===== src/rtl/core/cdq_pkg.sv =====
// Shared types and constants for the circular deque.
`default_nettype none

package cdq_pkg;

  localparam int unsigned DATA_W = 32;

  // Operation codes carried in the kind field
  typedef enum logic [1:0] {
    KIND_PUSH_FRONT = 2'd0,
    KIND_PUSH_REAR  = 2'd1,
    KIND_POP_FRONT  = 2'd2,
    KIND_POP_REAR   = 2'd3
  } kind_t;

  // Result status codes
  typedef enum logic [1:0] {
    STATUS_OK        = 2'd0,
    STATUS_OVERFLOW  = 2'd1,
    STATUS_UNDERFLOW = 2'd2
  } status_t;

  typedef struct packed {
    kind_t                     kind;
    logic signed [DATA_W-1:0]  value;
  } item_t;

  typedef struct packed {
    status_t                   status;
    logic signed [DATA_W-1:0]  removed_value;
    logic signed [DATA_W-1:0]  front_value;
    logic signed [DATA_W-1:0]  rear_value;
    logic                      is_empty;
    logic                      is_full;
  } result_t;

  // Controller to datapath commands
  typedef struct packed {
    logic load;     // capture the accepted item
    logic exec;     // perform the operation on indices and memory
    logic capture;  // take the registered memory read into the end word
    logic emit;     // load the result register
  } cmd_t;

  // Datapath to controller status
  typedef struct packed {
    logic need_read;  // operation refills an end word from memory
    logic out_busy;   // result register holds a stalled transfer
  } stat_t;

endpackage

`default_nettype wire


===== src/rtl/core/cdq_ctrl.sv =====
// Sequencing controller for the circular deque.
`default_nettype none

module cdq_ctrl (
  input  wire logic          clk,
  input  wire logic          rst,
  input  wire logic          item_valid,
  output logic               item_stall,
  input  wire cdq_pkg::stat_t stat,
  output cdq_pkg::cmd_t      cmd
);

  typedef enum logic [1:0] {
    ST_IDLE,
    ST_EXEC,
    ST_READ,
    ST_EMIT
  } state_t;

  state_t state;

  // Items are taken only while idle
  assign item_stall = (state != ST_IDLE);

  // Commands decoded from the current state
  always_comb begin
    cmd         = '0;
    cmd.load    = (state == ST_IDLE) && item_valid;
    cmd.exec    = (state == ST_EXEC);
    cmd.capture = (state == ST_READ);
    cmd.emit    = (state == ST_EMIT) && !stat.out_busy;
  end

  // State register
  always_ff @(posedge clk) begin
    if (rst) begin
      state <= ST_IDLE;
    end else begin
      case (state)
        ST_IDLE: begin
          if (item_valid) state <= ST_EXEC;
        end
        ST_EXEC: begin
          state <= stat.need_read ? ST_READ : ST_EMIT;
        end
        ST_READ: begin
          state <= ST_EMIT;
        end
        ST_EMIT: begin
          if (!stat.out_busy) state <= ST_IDLE;
        end
        default: begin
          state <= ST_IDLE;
        end
      endcase
    end
  end

endmodule

`default_nettype wire


===== src/rtl/core/cdq_dpath.sv =====
// Datapath of the circular deque: slot memory, end indices and result register.
`default_nettype none

module cdq_dpath #(
  parameter int unsigned DEPTH = 8
) (
  input  wire logic            clk,
  input  wire logic            rst,
  input  wire cdq_pkg::item_t  item,
  input  wire cdq_pkg::cmd_t   cmd,
  output cdq_pkg::stat_t       stat,
  output logic                 result_valid,
  input  wire logic            result_stall,
  output cdq_pkg::result_t     result
);

  localparam int unsigned IDX_W = (DEPTH > 1) ? $clog2(DEPTH) : 1;
  localparam logic [IDX_W-1:0] LAST_IDX = IDX_W'(DEPTH - 1);
  localparam int unsigned DW = cdq_pkg::DATA_W;

  function automatic logic [IDX_W-1:0] ring_next(input logic [IDX_W-1:0] i);
    ring_next = (i == LAST_IDX) ? '0 : i + 1'b1;
  endfunction

  function automatic logic [IDX_W-1:0] ring_prev(input logic [IDX_W-1:0] i);
    ring_prev = (i == '0) ? LAST_IDX : i - 1'b1;
  endfunction

  // Slot memory, written before it is ever read
  logic [DW-1:0] mem [DEPTH];
  logic [DW-1:0] rd_data;

  // Control state
  logic [IDX_W-1:0] head;
  logic [IDX_W-1:0] tail;
  logic             empty_mark;

  // Payload registers
  cdq_pkg::item_t   cur;
  logic [DW-1:0]    front_word;
  logic [DW-1:0]    rear_word;
  logic [DW-1:0]    removed;
  cdq_pkg::status_t status;

  logic             is_push;
  logic             full;
  logic             do_write;
  logic             rd_en;
  logic [IDX_W-1:0] wr_addr;
  logic [IDX_W-1:0] rd_addr;

  // Operation decode
  always_comb begin
    is_push  = cur.kind inside {cdq_pkg::KIND_PUSH_FRONT, cdq_pkg::KIND_PUSH_REAR};
    full     = !empty_mark && (ring_next(tail) == head);
    if (empty_mark) begin
      wr_addr = '0;
    end else if (cur.kind == cdq_pkg::KIND_PUSH_FRONT) begin
      wr_addr = ring_prev(head);
    end else begin
      wr_addr = ring_next(tail);
    end
    // Pop that leaves entries behind refetches the new end word
    stat.need_read = !is_push && !empty_mark && (head != tail);
    rd_addr        = (cur.kind == cdq_pkg::KIND_POP_FRONT) ? ring_next(head) : ring_prev(tail);
    stat.out_busy  = result_valid && result_stall;
  end

  // Memory enables, kept apart from the status decode
  assign do_write = cmd.exec && is_push && (empty_mark || !full);
  assign rd_en    = cmd.exec && stat.need_read;

  // Memory ports
  always_ff @(posedge clk) begin
    if (do_write) mem[wr_addr] <= cur.value;
    if (rd_en) rd_data <= mem[rd_addr];
  end

  // Item capture
  always_ff @(posedge clk) begin
    if (cmd.load) cur <= item;
  end

  // Indices and empty mark
  always_ff @(posedge clk) begin
    if (rst) begin
      head       <= '0;
      tail       <= '0;
      empty_mark <= 1'b1;
    end else if (cmd.exec) begin
      if (is_push) begin
        if (empty_mark) begin
          head       <= '0;
          tail       <= '0;
          empty_mark <= 1'b0;
        end else if (!full) begin
          if (cur.kind == cdq_pkg::KIND_PUSH_FRONT) head <= ring_prev(head);
          else tail <= ring_next(tail);
        end
      end else if (!empty_mark) begin
        if (head == tail) begin
          head       <= '0;
          tail       <= '0;
          empty_mark <= 1'b1;
        end else if (cur.kind == cdq_pkg::KIND_POP_FRONT) begin
          head <= ring_next(head);
        end else begin
          tail <= ring_prev(tail);
        end
      end
    end
  end

  // Cached end words, status and removed word
  always_ff @(posedge clk) begin
    if (cmd.exec) begin
      status  <= cdq_pkg::STATUS_OK;
      removed <= '0;
      if (is_push) begin
        if (empty_mark) begin
          front_word <= cur.value;
          rear_word  <= cur.value;
        end else if (full) begin
          status <= cdq_pkg::STATUS_OVERFLOW;
        end else if (cur.kind == cdq_pkg::KIND_PUSH_FRONT) begin
          front_word <= cur.value;
        end else begin
          rear_word <= cur.value;
        end
      end else if (empty_mark) begin
        status <= cdq_pkg::STATUS_UNDERFLOW;
      end else if (cur.kind == cdq_pkg::KIND_POP_FRONT || head == tail) begin
        removed <= front_word;
      end else begin
        removed <= rear_word;
      end
    end else if (cmd.capture) begin
      if (cur.kind == cdq_pkg::KIND_POP_FRONT) front_word <= rd_data;
      else rear_word <= rd_data;
    end
  end

  // Result register and its valid flag
  always_ff @(posedge clk) begin
    if (rst) begin
      result_valid <= 1'b0;
    end else if (cmd.emit) begin
      result_valid <= 1'b1;
    end else if (!result_stall) begin
      result_valid <= 1'b0;
    end
  end

  always_ff @(posedge clk) begin
    if (cmd.emit) begin
      result.status        <= status;
      result.removed_value <= removed;
      result.front_value   <= empty_mark ? '0 : front_word;
      result.rear_value    <= empty_mark ? '0 : rear_word;
      result.is_empty      <= empty_mark;
      result.is_full       <= full;
    end
  end

endmodule

`default_nettype wire


===== src/rtl/core/circular_deque.sv =====
// Circular deque: double-ended queue over a ring of DEPTH 32-bit slots.
// Usage:
//   The item channel (item_valid, item_stall, item) carries one operation per
//   transfer: push front, push rear, pop front or pop rear, with a data word.
//   The result channel (result_valid, result_stall, result) returns exactly one
//   result per item: status, removed word, front and rear words after the
//   operation (zero when empty) and the empty and full flags.
//   One item is in flight at a time. A push, a refused operation or a pop of
//   the last entry goes from the execute state straight to the emit state;
//   any other pop passes through an extra read state, for the registered read
//   port of the slot memory that refetches the new end word. The result is
//   loaded in the emit state, once the output register is free.
//   The result sits in an output register; while the receiver stalls it holds
//   and the block finishes the following item but waits to load its result.
//   Synchronous reset empties the deque and drops any pending result; the slot
//   memory is not cleared, since only written slots are ever read.
`default_nettype none

module circular_deque #(
  parameter int unsigned DEPTH = 8
) (
  input  wire logic              clk,
  input  wire logic              rst,
  input  wire logic              item_valid,
  output logic                   item_stall,
  input  wire cdq_pkg::item_t    item,
  output logic                   result_valid,
  input  wire logic              result_stall,
  output cdq_pkg::result_t       result
);

  cdq_pkg::cmd_t  cmd;
  cdq_pkg::stat_t stat;

  // Sequencer
  cdq_ctrl u_ctrl (
    .clk        (clk),
    .rst        (rst),
    .item_valid (item_valid),
    .item_stall (item_stall),
    .stat       (stat),
    .cmd        (cmd)
  );

  // Storage and result path
  cdq_dpath #(
    .DEPTH (DEPTH)
  ) u_dpath (
    .clk          (clk),
    .rst          (rst),
    .item         (item),
    .cmd          (cmd),
    .stat         (stat),
    .result_valid (result_valid),
    .result_stall (result_stall),
    .result       (result)
  );

endmodule

`default_nettype wire

===== config.mk =====
export PLATFORM = sky130hd
export DESIGN_NAME = circular_deque
export DESIGN_NICKNAME = d
export VERILOG_FILES = /design/src/rtl/core/cdq_pkg.sv /design/src/rtl/core/cdq_ctrl.sv /design/src/rtl/core/cdq_dpath.sv /design/src/rtl/core/circular_deque.sv
export SDC_FILE = /design/constraint.sdc
export NUM_CORES = 1
export LEC_CHECK = 0
export BUFFER_PORTS_ARGS = -buffer_cell sky130_fd_sc_hd__buf_2
export CAP_MARGIN = 40
export CORE_MARGIN = 10
export CORE_UTILIZATION = 30
export CTS_CLUSTER_DIAMETER = 60
export CTS_CLUSTER_SIZE = 20
export DETAILED_ROUTE_END_ITERATION = 8
export GPL_ROUTABILITY_DRIVEN = 1
export GPL_TIMING_DRIVEN = 0
export MAX_ROUTING_LAYER = met4
export PLACE_DENSITY = 0.44
export SYNTH_ARGS = -nofsm -noshare
export SYNTH_HDL_FRONTEND = slang
export SYNTH_SLANG_ARGS = --single-unit

===== constraint.sdc =====
create_clock -name clk -period 23 [get_ports clk]
set_input_delay 4.6 -clock clk [delete_from_list [all_inputs] [get_ports clk]]
set_output_delay 4.6 -clock clk [all_outputs]
set_load 0.05 [all_outputs]

==> impl_metrics.csv <==
group,metric,value,unit
global_routing,met2_usage,23.6,%
floorplanning,initial_utilization,30.2,%
logic_synthesis,yosys_most_used_dff,"edfxtp_1",
drt,vias,11900,
clock_tree,cts_setup_buffers,0,
pwr,ir_drop,0.0511,mV
floorplanning,io_pins,140,
logic_synthesis,synth_largest_area_cell,"edfxtp_1",
clock_tree,path_clk_slew,0.08,ns
floorplanning,rows,96,
clock_tree,cts_hold_buf,0,
finish,final_area,24500,sq um
clock_tree,htree_levels,2,
logic_synthesis,ys_seq_area_share,76.6,%
logic_synthesis,async_reset_ff_share,0,%
sta,min_period,6.19,ns
setup_path,cp-start-kind,"flip-flop",
finish,n_fill_cell,6596,
logic_synthesis,synth_area,20700,sq um
logic_synthesis,synth_warnings,0,
finish,drive_gt1_share,21.9,%
setup_path,critical_path_class,"flip-flop to output port",
pwr,pwr_density_cell,118,nW/um^2
floorplanning,die_h,282,microns
finish,area_growth_syn_to_layout,18.5,%
setup_path,critical_path_buf_inv_count,3,
global_routing,grt_use_met1,18.4,%
sta,min_period_over_period,26.9,%
pwr,leakage,8.11,nW
global_routing,grt_use_total,14.4,%
sta,maxSlewHeadroom,35.8,%
sta,rsz0062_at_grt,"false",
sta,finalSetupTns,0,ns
placement,dpl_cell_area,23000,sq um
setup_path,worstSetupEndpointType,"output port",
sta,worst_slack,16.81,ns
clock_tree,clock-sinks,530,
clock_tree,cts_resized,0,
floorplanning,die_area,79800,sq um
global_routing,antenna_found_initial,5,
logic_synthesis,ys_ff_latch,530,
setup_path,slowest_stage,"dfxtp_1",
finish,nets,1574,
setup_path,crit_fanout,4,
finish,final_cell_mix,"edfxtp_1 (520), buf_2 (175), o21ai_0 (134)",
setup_path,required,18.40,ns
drt,viasPerCell,4.89,
global_routing,grt_pass1_vias,12400,
global_routing,grt_remaining_overflow,0,
setup_path,cp.arrival,1.59,ns
logic_synthesis,synth_top_area_share,75.6,%
floorplanning,die_w,282,microns
setup_path,slowest_delay,0.36,ns
finish,multi_input_area,4440,sq um
drt,final_antenna_net_count,0,
sta,tightest_slew,0.957,ns
global_routing,grt_busiest_layer,"met2",
outcome,status,"completed",
finish,layout_commonest_cell,"edfxtp_1",
drt,wl_per_cell,23.1,microns
logic_synthesis,synth_cell_types,51,
logic_synthesis,synth_nets,1352,
setup_path,worstPathCellList,"inv_1 > ha_1 > inv_1 > buf_2",
logic_synthesis,synth_area_per_cell,15.9,sq um
drt,firstDrtPassIters,7,
setup_path,worst_path_most_repeated_cell,"inv_1",
finish,fin_util,35.8,%
drt,routed_wl,56.3,mm
drt,drc_errors,0,
sta,slew_violations,0,
clock_tree,insertion_delay,0.59,ns
sta,whs,0.420,ns
sta,max_freq,161,MHz
hold_path,hp-class,"flip-flop to flip-flop",
finish,regArea,15800,sq um
placement,place.detailed.hpwl,39.6,mm
clock_tree,cts_tree,"built",
global_routing,grt_pass1_wl,83.6,mm
placement,gp_congestion,0.842,
logic_synthesis,synth_cells,1302,
floorplanning,core_area,68500,sq um
job,cap_viol_max_count,0,
clock_tree,clockRootBuffer,"clkbuf_16",
setup_path,critPathTopFamily,"buffers and inverters",
global_routing,met3_usage,2.49,%
sta,hold_viol,0,
clock_tree,cts_buffers,43,
placement,pre_cts_slack,16.77,ns
logic_synthesis,ys_top_cells_by_area,"edfxtp_1 (76%), a31oi_1 (3.9%), o21ai_0 (3.2%)",
clock_tree,cts_buffer_depth,3,
sta,setup_viol,0,
logic_synthesis,synth_edf_count,520,
global_routing,grt_max_degree,32,
drt,first_iter_violations,1080,
placement,numPortBuffers,139,
sta,skew,0.0237,ns
[worst reg2reg max path, stage by stage (launching register included)]
cell and delay [ns]:
dfxtp_1 0.55, inv_1 0.15, ha_1 0.41, xnor2_1 0.21
nand3_1 0.21, or4b_1 0.62, nor3b_2 0.58, buf_4 0.32
buf_6 0.18, buf_6 0.17
[Yosys cell counts, drive strengths merged, types with 2 or more instances]
cell,number
a41oi,2
nor2b,67
xor2,3
a31oi,128
o31ai,4
clkbuf,54
mux2,32
o21ai,134
inv,10
a21oi,37
dfxtp,10
a22o,64
nor4,3
a221oi,2
nand3b,2
mux2i,34
o21a,2
ha,12
nor3,8
and2,6
xnor2,2
a21boi,3
buf,44
o31a,2
nand2b,3
nand2,71
o22ai,2
edfxtp,520
nor3b,6
a211oi,5
nand3,3
nor2,18
[layer usage]
metal  wire length [microns]  part of all wire (%)  vias up
li1                        -                     -     5560
met1                   24900                    44     6031
met2                   27400                    49      283
met3                    2920                   5.2       62
met4                    1170                   2.1        0
met5                       0                     0        -
[metrics by stage]
| stage | power, W | cells |
|---|---|---|
| 2_1_floorplan | 0.00185 | 1302 |
| 3_3_place_gp | 0.00212 | 2323 |
| 3_5_place_dp | 0.00214 | 2361 |
| 4_1_cts | 0.00294 | 2438 |
| 5_1_grt | 0.00304 | 2440 |
| 6_report | 0.00289 | 2441 |
[area by class of cell]
class / count / area share (%)
antenna: 3 / 0.0307
buffer: 98 / 1.76
clock buffer: 47 / 4.63
clock inverter: 30 / 1.42
inverter: 10 / 0.153
multi-input combinational: 664 / 18.1
sequential: 530 / 64.6
tap: 882 / 4.51
timing repair buffer: 177 / 4.76
[flip-flops by register name (all words and copies together) (netlist names)]
| register | flops |
|---|---|
| u_dpath.rear_word | 32 |
| u_dpath.empty_mark | 1 |
| u_dpath.cur | 34 |
| u_dpath.result | 100 |
| u_dpath.status | 2 |
| u_dpath.removed | 32 |
| u_dpath.head | 3 |
| u_dpath.rd_data | 32 |
| u_dpath.front_word | 32 |
| u_dpath.tail | 3 |
| u_dpath.mem | 256 |
| u_ctrl.state | 2 |
| u_dpath.result_valid | 1 |
[worst paths after layout]
kind | start | to | slack, ns | cells past startpoint
worst max-delay path | u_ctrl.state[0] | item_stall | 16.81 | 4
worst max register to register | u_dpath.tail[0] | u_dpath.mem[6][17] | 19.32 | 9
worst min-delay path | u_dpath.removed[29] | u_dpath.result[95] | 0.42 | 0
worst min register to register | u_dpath.removed[29] | u_dpath.result[95] | 0.42 | 0
[kinds of logic (layout without fill, tap and decap cells)]
family | count (synthesis) | after routing | synth area share [%]
other | 0 | 3 | 0
buffers and inverters | 108 | 362 | 2.27
adders and majority gates | 12 | 12 | 0.727
DFF | 530 | 530 | 76.6
xor gates and xnor gates | 5 | 5 | 0.248
muxes | 66 | 66 | 3.39
and+or+nand+nor | 190 | 190 | 4.80
AOI/OAI and AO/OA | 391 | 391 | 12.0
[power breakdown]
group / total [W] / leakage (nW) / internal (W) / switching (W)
registers: 0.00136 / 4.84 / 0.00128 / 0.0000808
logic: 0.000745 / 2.54 / 0.000241 / 0.000504
clock network: 0.000785 / 0.726 / 0.000414 / 0.000371
(Power assumes the default switching activity.)
